--- src/hdl/assert_macros.svh ---
`ifndef ASSERT_MACROS_SVH
`define ASSERT_MACROS_SVH

// antecedent implies consequent in the same cycle
`define GPBS_ASSERT_SAME(label, ante, cons, msg) \
    label: assert property (@(posedge clk) disable iff (!rst_n) (ante) |-> (cons)) \
        else $error(msg);

// antecedent implies consequent in the next cycle
`define GPBS_ASSERT_NEXT(label, ante, cons, msg) \
    label: assert property (@(posedge clk) disable iff (!rst_n) (ante) |=> (cons)) \
        else $error(msg);

`endif

--- src/hdl/gpbs_pkg.sv ---
`timescale 1ns / 1ps

package gpbs_pkg;

    localparam int SIDE_MAX = 16;
    localparam int ROW_W    = 4;
    localparam int CELL_W   = 16;
    localparam int SIDE_W   = 5;
    localparam int STACK_D  = 31;
    localparam int TOP_W    = 5;

    localparam logic OP_LOAD   = 1'b0;
    localparam logic OP_SEARCH = 1'b1;

    localparam logic DIR_RIGHT = 1'b0;
    localparam logic DIR_DOWN  = 1'b1;

    typedef enum logic [2:0] {
        ST_IDLE,
        ST_FETCH_CUR,
        ST_FETCH_BELOW,
        ST_FETCH_UP,
        ST_STEP,
        ST_OUT
    } gpbs_state_t;

    typedef struct packed {
        logic              load_we;
        logic [ROW_W-1:0]  load_row;
        logic [CELL_W-1:0] load_cells;
        logic              work_clear;
        logic              work_we;
        logic [ROW_W-1:0]  work_row;
        logic [CELL_W-1:0] work_cells;
        logic [ROW_W-1:0]  rd_row;
    } gpbs_store_ctl_t;

endpackage

--- src/hdl/gpbs_row_store.sv ---
`timescale 1ns / 1ps

module gpbs_row_store
    import gpbs_pkg::*;
(
    input  logic              clk,
    input  logic              rst_n,
    input  gpbs_store_ctl_t   ctl,
    output logic [CELL_W-1:0] rd_open
);

    // loaded maze and working copy with dead cells removed
    logic [CELL_W-1:0]   maze_mem [SIDE_MAX];
    logic [CELL_W-1:0]   work_mem [SIDE_MAX];
    logic [SIDE_MAX-1:0] maze_vld_reg;
    logic [SIDE_MAX-1:0] work_vld_reg;
    logic [CELL_W-1:0]   maze_q_reg;
    logic [CELL_W-1:0]   work_q_reg;
    logic                maze_vq_reg;
    logic                work_vq_reg;

    always_ff @(posedge clk or negedge rst_n)
    begin
        if (!rst_n)
        begin
            maze_vld_reg <= '0;
            work_vld_reg <= '0;
        end
        else
        begin
            if (ctl.load_we)
            begin
                maze_vld_reg[ctl.load_row] <= 1'b1;
            end
            if (ctl.work_clear)
            begin
                work_vld_reg <= '0;
            end
            else if (ctl.work_we)
            begin
                work_vld_reg[ctl.work_row] <= 1'b1;
            end
        end
    end

    always_ff @(posedge clk)
    begin
        if (ctl.load_we)
        begin
            maze_mem[ctl.load_row] <= ctl.load_cells;
        end
        if (ctl.work_we)
        begin
            work_mem[ctl.work_row] <= ctl.work_cells;
        end
        maze_q_reg  <= maze_mem[ctl.rd_row];
        work_q_reg  <= work_mem[ctl.rd_row];
    end

    always_ff @(posedge clk or negedge rst_n)
    begin
        if (!rst_n)
        begin
            maze_vq_reg <= 1'b0;
            work_vq_reg <= 1'b0;
        end
        else
        begin
            maze_vq_reg <= maze_vld_reg[ctl.rd_row];
            work_vq_reg <= work_vld_reg[ctl.rd_row] && !ctl.work_clear;
        end
    end

    always_comb
    begin
        if (work_vq_reg)
        begin
            rd_open = work_q_reg;
        end
        else if (maze_vq_reg)
        begin
            rd_open = maze_q_reg;
        end
        else
        begin
            rd_open = '0;
        end
    end

endmodule

--- src/hdl/grid_path_backtrack_search.sv ---
`timescale 1ns / 1ps
// Maze path search, right-first depth-first search with backtracking.
// Input stream: tuser selects a row load (0) or a search (1). A load beat writes
// row_index with its open-cell mask and produces no result.
// A search runs from the top-left to the bottom-right cell of a square of
// grid_side cells, written beforehand through the config channel (5 bits).
// Search time depends on the maze: right moves and sideways backtracks stay in
// the step state, while down moves and upward backtracks wait on a read of the
// row memory, since every row change costs one read. Dead cells are remembered,
// so no cell is entered twice.
// Output stream: one beat per path row (tuser = found = 1, tlast on the final
// row), or a single beat with found 0 when no path exists.
// Input is not taken while a search runs or its results are pending; when
// the receiver stalls, the current output beat holds until taken.
// Reset: maze all blocked, side 4, no search pending.
// Config writes are taken at any time but belong only in idle periods.

module grid_path_backtrack_search
    import gpbs_pkg::*;
(
    input  logic        clk,
    input  logic        rst_n,
    input  logic        cfg_valid,
    output logic        cfg_ready,
    input  logic [4:0]  cfg_data,       // grid_side
    input  logic        s_axis_tvalid,
    output logic        s_axis_tready,
    input  logic [23:0] s_axis_tdata,   // row_index, row_cells, zero pad
    input  logic        s_axis_tuser,   // operation
    output logic        m_axis_tvalid,
    input  logic        m_axis_tready,
    output logic [23:0] m_axis_tdata,   // out_row, path_cells, zero pad
    output logic        m_axis_tuser,   // found
    output logic        m_axis_tlast
);

    `include "assert_macros.svh"

    gpbs_state_t state_reg, state_next;

    logic [SIDE_W-1:0]  side_reg;
    logic [ROW_W-1:0]   last_idx_reg, last_idx_next;
    logic [ROW_W-1:0]   r_reg, r_next;
    logic [ROW_W-1:0]   c_reg, c_next;
    logic [TOP_W-1:0]   top_reg, top_next;
    logic [STACK_D-1:0] dir_reg, dir_next;
    logic [CELL_W-1:0]  cur_reg, cur_next;
    logic [CELL_W-1:0]  below_reg, below_next;
    logic [ROW_W-1:0]   k_reg, k_next;
    logic               found_reg, found_next;

    logic [SIDE_MAX-1:0][CELL_W-1:0] path_mark_reg;

    gpbs_store_ctl_t   ctl;
    logic [CELL_W-1:0] rd_open;

    logic              in_beat;
    logic              out_beat;
    logic [ROW_W-1:0]  side_last;
    logic [SIDE_W-1:0] side_m1;
    logic [ROW_W-1:0]  r_inc;
    logic [ROW_W-1:0]  c_inc;
    logic [CELL_W-1:0] c_bit;
    logic              at_goal;
    logic              right_ok;
    logic              down_ok;
    logic              mark_init;
    logic              mark_set;
    logic              mark_clr;
    logic [ROW_W-1:0]  mark_row;
    logic [ROW_W-1:0]  mark_col;

    gpbs_row_store u_store (
        .clk     (clk),
        .rst_n   (rst_n),
        .ctl     (ctl),
        .rd_open (rd_open)
    );

    assign cfg_ready     = 1'b1;
    assign s_axis_tready = (state_reg == ST_IDLE);
    assign m_axis_tvalid = (state_reg == ST_OUT);
    assign in_beat       = s_axis_tvalid && s_axis_tready;
    assign out_beat      = m_axis_tvalid && m_axis_tready;

    assign m_axis_tuser = found_reg;
    assign m_axis_tlast = !found_reg || (k_reg == last_idx_reg);
    assign m_axis_tdata = {4'b0000,
                           (found_reg ? path_mark_reg[k_reg] : {CELL_W{1'b0}}),
                           k_reg};

    // out-of-range side clamps to 1..16
    assign side_m1   = side_reg - SIDE_W'(1);
    assign side_last = (side_reg == '0) ? '0 :
                       (side_reg > SIDE_W'(SIDE_MAX)) ? ROW_W'(SIDE_MAX - 1) :
                       side_m1[ROW_W-1:0];

    assign r_inc    = r_reg + ROW_W'(1);
    assign c_inc    = c_reg + ROW_W'(1);
    assign c_bit    = CELL_W'(1) << c_reg;
    assign at_goal  = (r_reg == last_idx_reg) && (c_reg == last_idx_reg);
    assign right_ok = (c_reg < last_idx_reg) && cur_reg[c_inc];
    assign down_ok  = (r_reg < last_idx_reg) && below_reg[c_reg];

    always_ff @(posedge clk or negedge rst_n)
    begin
        if (!rst_n)
        begin
            side_reg <= SIDE_W'(4);
        end
        else if (cfg_valid && cfg_ready)
        begin
            side_reg <= cfg_data;
        end
    end

    always_ff @(posedge clk or negedge rst_n)
    begin
        if (!rst_n)
        begin
            state_reg    <= ST_IDLE;
            last_idx_reg <= '0;
            r_reg        <= '0;
            c_reg        <= '0;
            top_reg      <= '0;
            dir_reg      <= '0;
            k_reg        <= '0;
            found_reg    <= 1'b0;
        end
        else
        begin
            state_reg    <= state_next;
            last_idx_reg <= last_idx_next;
            r_reg        <= r_next;
            c_reg        <= c_next;
            top_reg      <= top_next;
            dir_reg      <= dir_next;
            k_reg        <= k_next;
            found_reg    <= found_next;
        end
    end

    always_ff @(posedge clk)
    begin
        cur_reg   <= cur_next;
        below_reg <= below_next;
    end

    always_ff @(posedge clk or negedge rst_n)
    begin
        if (!rst_n)
        begin
            path_mark_reg <= '0;
        end
        else if (mark_init)
        begin
            path_mark_reg <= {{(SIDE_MAX * CELL_W - 1){1'b0}}, 1'b1};
        end
        else if (mark_set)
        begin
            path_mark_reg[mark_row][mark_col] <= 1'b1;
        end
        else if (mark_clr)
        begin
            path_mark_reg[mark_row][mark_col] <= 1'b0;
        end
    end

    always_comb
    begin
        state_next    = state_reg;
        last_idx_next = last_idx_reg;
        r_next        = r_reg;
        c_next        = c_reg;
        top_next      = top_reg;
        dir_next      = dir_reg;
        cur_next      = cur_reg;
        below_next    = below_reg;
        k_next        = k_reg;
        found_next    = found_reg;
        mark_init     = 1'b0;
        mark_set      = 1'b0;
        mark_clr      = 1'b0;
        mark_row      = r_reg;
        mark_col      = c_reg;
        ctl           = '0;
        ctl.rd_row    = r_reg;
        ctl.load_row  = s_axis_tdata[3:0];
        ctl.load_cells = s_axis_tdata[19:4];
        ctl.work_row  = r_reg;
        ctl.work_cells = cur_reg & ~c_bit;

        unique case (state_reg)
            ST_IDLE:
            begin
                if (in_beat)
                begin
                    if (s_axis_tuser == OP_SEARCH)
                    begin
                        r_next         = '0;
                        c_next         = '0;
                        top_next       = '0;
                        found_next     = 1'b0;
                        last_idx_next  = side_last;
                        mark_init      = 1'b1;
                        ctl.work_clear = 1'b1;
                        ctl.rd_row     = '0;
                        state_next     = ST_FETCH_CUR;
                    end
                    else
                    begin
                        ctl.load_we = 1'b1;
                    end
                end
            end
            ST_FETCH_CUR:
            begin
                cur_next   = rd_open;
                ctl.rd_row = r_inc;
                state_next = ST_FETCH_BELOW;
            end
            ST_FETCH_BELOW:
            begin
                below_next = rd_open;
                state_next = ST_STEP;
            end
            ST_FETCH_UP:
            begin
                cur_next   = rd_open;
                state_next = ST_STEP;
            end
            ST_STEP:
            begin
                if (at_goal)
                begin
                    found_next = 1'b1;
                    k_next     = '0;
                    state_next = ST_OUT;
                end
                else if (right_ok)
                begin
                    c_next   = c_inc;
                    top_next = top_reg + TOP_W'(1);
                    dir_next = {dir_reg[STACK_D-2:0], DIR_RIGHT};
                    mark_set = 1'b1;
                    mark_col = c_inc;
                end
                else if (down_ok)
                begin
                    r_next     = r_inc;
                    cur_next   = below_reg;
                    top_next   = top_reg + TOP_W'(1);
                    dir_next   = {dir_reg[STACK_D-2:0], DIR_DOWN};
                    mark_set   = 1'b1;
                    mark_row   = r_inc;
                    ctl.rd_row = r_inc + ROW_W'(1);
                    state_next = ST_FETCH_BELOW;
                end
                else
                begin
                    // dead end: drop cell from working maze; back up, or no path
                    mark_clr    = 1'b1;
                    ctl.work_we = 1'b1;
                    if (top_reg == '0)
                    begin
                        found_next = 1'b0;
                        k_next     = '0;
                        state_next = ST_OUT;
                    end
                    else
                    begin
                        top_next = top_reg - TOP_W'(1);
                        dir_next = {1'b0, dir_reg[STACK_D-1:1]};
                        if (dir_reg[0] == DIR_DOWN)
                        begin
                            r_next     = r_reg - ROW_W'(1);
                            below_next = cur_reg & ~c_bit;
                            ctl.rd_row = r_reg - ROW_W'(1);
                            state_next = ST_FETCH_UP;
                        end
                        else
                        begin
                            c_next   = c_reg - ROW_W'(1);
                            cur_next = cur_reg & ~c_bit;
                        end
                    end
                end
            end
            ST_OUT:
            begin
                if (out_beat)
                begin
                    if (m_axis_tlast)
                    begin
                        state_next = ST_IDLE;
                    end
                    else
                    begin
                        k_next = k_reg + ROW_W'(1);
                    end
                end
            end
            default:
            begin
                state_next = ST_IDLE;
            end
        endcase
    end

    `GPBS_ASSERT_SAME(a_one_side_busy, s_axis_tready, !m_axis_tvalid,
        "input taken while results pending")
    `GPBS_ASSERT_SAME(a_stack_bound, state_reg == ST_STEP, top_reg <= TOP_W'(STACK_D - 1),
        "move stack overflow")
    `GPBS_ASSERT_SAME(a_cur_marked, state_reg == ST_STEP, path_mark_reg[r_reg][c_reg],
        "current cell not on path")
    `GPBS_ASSERT_SAME(a_miss_single, m_axis_tvalid && !m_axis_tuser, m_axis_tlast,
        "not-found result not final")

endmodule

--- config.mk ---
export PLATFORM = sky130hd
export DESIGN_NAME = grid_path_backtrack_search
export DESIGN_NICKNAME = d
export VERILOG_FILES = /design/src/hdl/gpbs_pkg.sv /design/src/hdl/gpbs_row_store.sv /design/src/hdl/grid_path_backtrack_search.sv
export VERILOG_INCLUDE_DIRS = /design/src /design/src/hdl
export SDC_FILE = /design/constraint.sdc
export NUM_CORES = 2
export LEC_CHECK = 0
export ABC_AREA = 1
export CAP_MARGIN = 15
export CORE_MARGIN = 2
export CORE_UTILIZATION = 50
export DETAILED_ROUTE_END_ITERATION = 12
export DONT_BUFFER_PORTS = 1
export PLACE_DENSITY_LB_ADDON = 0.05
export RECOVER_POWER = 50
export SLEW_MARGIN = 0
export SYNTH_ARGS = -nofsm -noshare
export SYNTH_HDL_FRONTEND = slang
export SYNTH_HIERARCHICAL = 1
export SYNTH_SLANG_ARGS = --single-unit
--- constraint.sdc ---
create_clock -name clk -period 4.6 [get_ports clk]
set_input_delay 0.46 -clock clk [delete_from_list [all_inputs] [get_ports clk]]
set_output_delay 0.46 -clock clk [all_outputs]
set_load 0.05 [all_outputs]
==> metrics.md <==
| Metric | Value |
|---|---|
| Outcome | finished with violations |
| Failing checks | negative hold slack, max-capacitance violations, max-slew violations |
| Hold Vio Cnt, Final | 351 |
| Area leader, netlist | edfxtp_1 |
| Largest net degree at the start of global routing | 352 |
| Met3 GRT Util | 3.32% |
| Met2 Resource Use GR | 46.3% |
| Min Clock Period, post-route | 4.30 ns |
| First-pass GRT wire length | 200 mm |
| H-tree levels | 3 |
| Register bit count reported by yosys | 927 |
| Placer Congestion | 0.837 |
| Mapped cell area | 0.0460 mm^2 |
| Total global-route track usage | 27.2% |
| Post-route DRC | 0 |
| Critical path class | reg -> out |
| Total CTS buffers | 103 |
| R2R Setup Slk | 0.58 ns |
| Hold slack | -0.513 ns |
| Setup crit start kind | flop |
| RSZ-0062 raised after global routing | no |
| Most Crowded Layer GR | met2 |
| Yosys top cell area share | 35.5% |
| Yosys warns | 6 |
| Least-Margin Pin Slew | 1.80 ns |
| Drt pass-1 iters | 6 |
| Endpoint type of the worst setup path | output pin |
| CP max stage cell | dfrtp_1 |
| Slew headroom | -19.8% |
| Via-to-Cell Ratio | 5.60 |
| Met1 Use GR | 36.3% |
| Initial Util | 50.3% |
| Worst endpoint data arrival time | 3.84 ns |
| Detailed Route Iter0 Violations | 3352 |
| Commonest non-fill, non-tap cell in the layout | nand2_1 |
| Post-Synthesis Cells | 5293 |
| Top FF cell, synth | edfxtp_1 |
| Yosys cell types | 50 |
| Clock Tree Root | clkbuf_16 |
| Clk slew on worst S/H paths | 0.06 ns |
| Fin nets | 5227 |
| Maximum root-to-sink buffer count | 3 |
| Buf+Inv Stages, Crit Path | 3 |
| Hpwl dp | 69.2 mm |
| Clock sink count | 927 |
| Die extent in x | 307 um |
| Non-filler cells, final | 6444 |
| Critical-path maximum fanout | 17 |
| Core ar. | 0.0915 mm^2 |
| Placed insts | 6228 |
| Crit Reg-Reg Endpoint | u_store/work_vq_reg |
| Final setup viols | 0 |
| Setup TNS | 0 ns |
| WL final | 128 mm |
| RR Startpoint | c_reg[0] |
| Avg WL per Cell | 19.9 um |
| Fmax | 233 MHz |
| Routed via count | 36100 |
| CP cell instances | inv_1 > buf_4 > nand3_1 > nand3_1 > a21oi_1 > buf_4 |
| Cell family with most CP delay | buffers and inverters |
| CP startpoint | k_reg[2] |
| Max Slew Vio Count | 48 |
| Asr flop ratio synth | 37.9% |
| PostCTS Resize Cnt | 0 |
| CP max stage delay | 1.06 ns |
| Die ar. | 0.0945 mm^2 |
| Row count | 111 |
| Synthesis-to-finish area growth | 10.4% |
| Maxcap violations | 1 |
| # IOs | 64 |
| CTS tree | yes |
| Clock latency at the later pin of the worst-skew pair | 0.71 ns |
| # port buffers | 0 |
| Pleak | 21.2 nW |
| Initial antenna violation count | 3 |
| Setup bufs post-CTS | 0 |
| Final Cycle Share | 93.4% |
| Register area share after synthesis | 55.9% |
| Die height | 307 um |
| Most frequent cells in the layout | 1267 x nand2_1, 760 x nand3_1, 544 x edfxtp_1 |
| Post-synth EDFFs | 544 |
| Vias in the first global route | 34000 |
| Setup Skew | 0.0381 ns |
| Average size of a mapped cell | 8.70 um^2 |
| Pwr Density | 799 mW/mm^2 |
| Hold WC Path Type | in -> async |
| ANT nets after route | 0 |
| N_diodes | 0 |
| Hold-fix buffer count after cts | 22 |
| Peak VDD IR | 710 uV |
| Worst path required time | 4.14 ns |
| Top cells by area, synth | edfxtp_1 35%, dfrtp_1 19%, nand2_1 10% |
| Share of cells above drive strength 1 | 8.35% |
| Gr ovfl total | 0 |
| Reg2Reg Depth | 17 |
## logic make-up after synthesis
family / synth area share, %
flops: 55.9
buf+inv: 8.25
fa+ha+maj: 0.625
other cells: 0.0163
mux: 0.0245
simple gates: 22.9
xor+xnor: 0.418
compound gates: 11.9
## per-stage QoR
stage	power [W]	util, %	setup WS [ns]	area, um^2
final	0.0406	55.6	0.303	50900
after global routing	0.0437	55.6	0.221	50900
after CTS	0.0409	55.6	0.757	50900
after detailed placement	0.0324	51.6	0.774	47200
after global placement	0.0321	51.6	0.797	47200
after floorplan	0.0267	-	1.15	46100
## how the worst max path moves through the flow
stage                                   end  cells past startpoint  slack, ns
floorplan               u_store/maze_vq_reg                     24       1.15
global placement    u_store/work_mem[2][10]                     15       0.80
detailed placement  u_store/work_mem[2][14]                     15       0.77
CTS                         m_axis_tdata[7]                      6       0.76
global route                m_axis_tdata[7]                      6       0.22
finish                      m_axis_tdata[7]                      6       0.30
## metal layers
metal  part of all wire (%)  up-vias
met2                     48      956
met4                    3.0        6
met5                  0.030        -
met1                     44    17400
met3                    5.0      202
li1                       -    17500
## power breakdown
group / internal, W / switching [W] / leakage, nW / total, W
clock: 0.00494 / 0.00345 / 1.69 / 0.00839
sequential: 0.0110 / 0.000988 / 9.93 / 0.0120
combinational: 0.00592 / 0.0144 / 9.63 / 0.0203
total: 0.0218 / 0.0188 / 21.2 / 0.0406
## cells in the mapped netlist, drive strengths merged, types with 13 or more instances
cell type,instances
nand2,1286
nand3,768
edfxtp,544
o21ai,533
inv,485
nor2,370
dfrtp,350
a21oi,259
clkbuf,207
buf,192
o211ai,168
dfxtp,32
ha,23
xor2,15
nor3,13
## area by class of cell
| class | instances | area [um^2] |
|---|---|---|
| timing repair buffer | 167 | 1640 |
| sequential | 927 | 25800 |
| multi-input combinational | 3480 | 16600 |
| clock inverter | 38 | 489 |
| fill | 8191 | 40700 |
| tap | 1186 | 1480 |
| inverter | 490 | 1850 |
| clock buffer | 156 | 2980 |
Power figures use the tool's default switching activity.
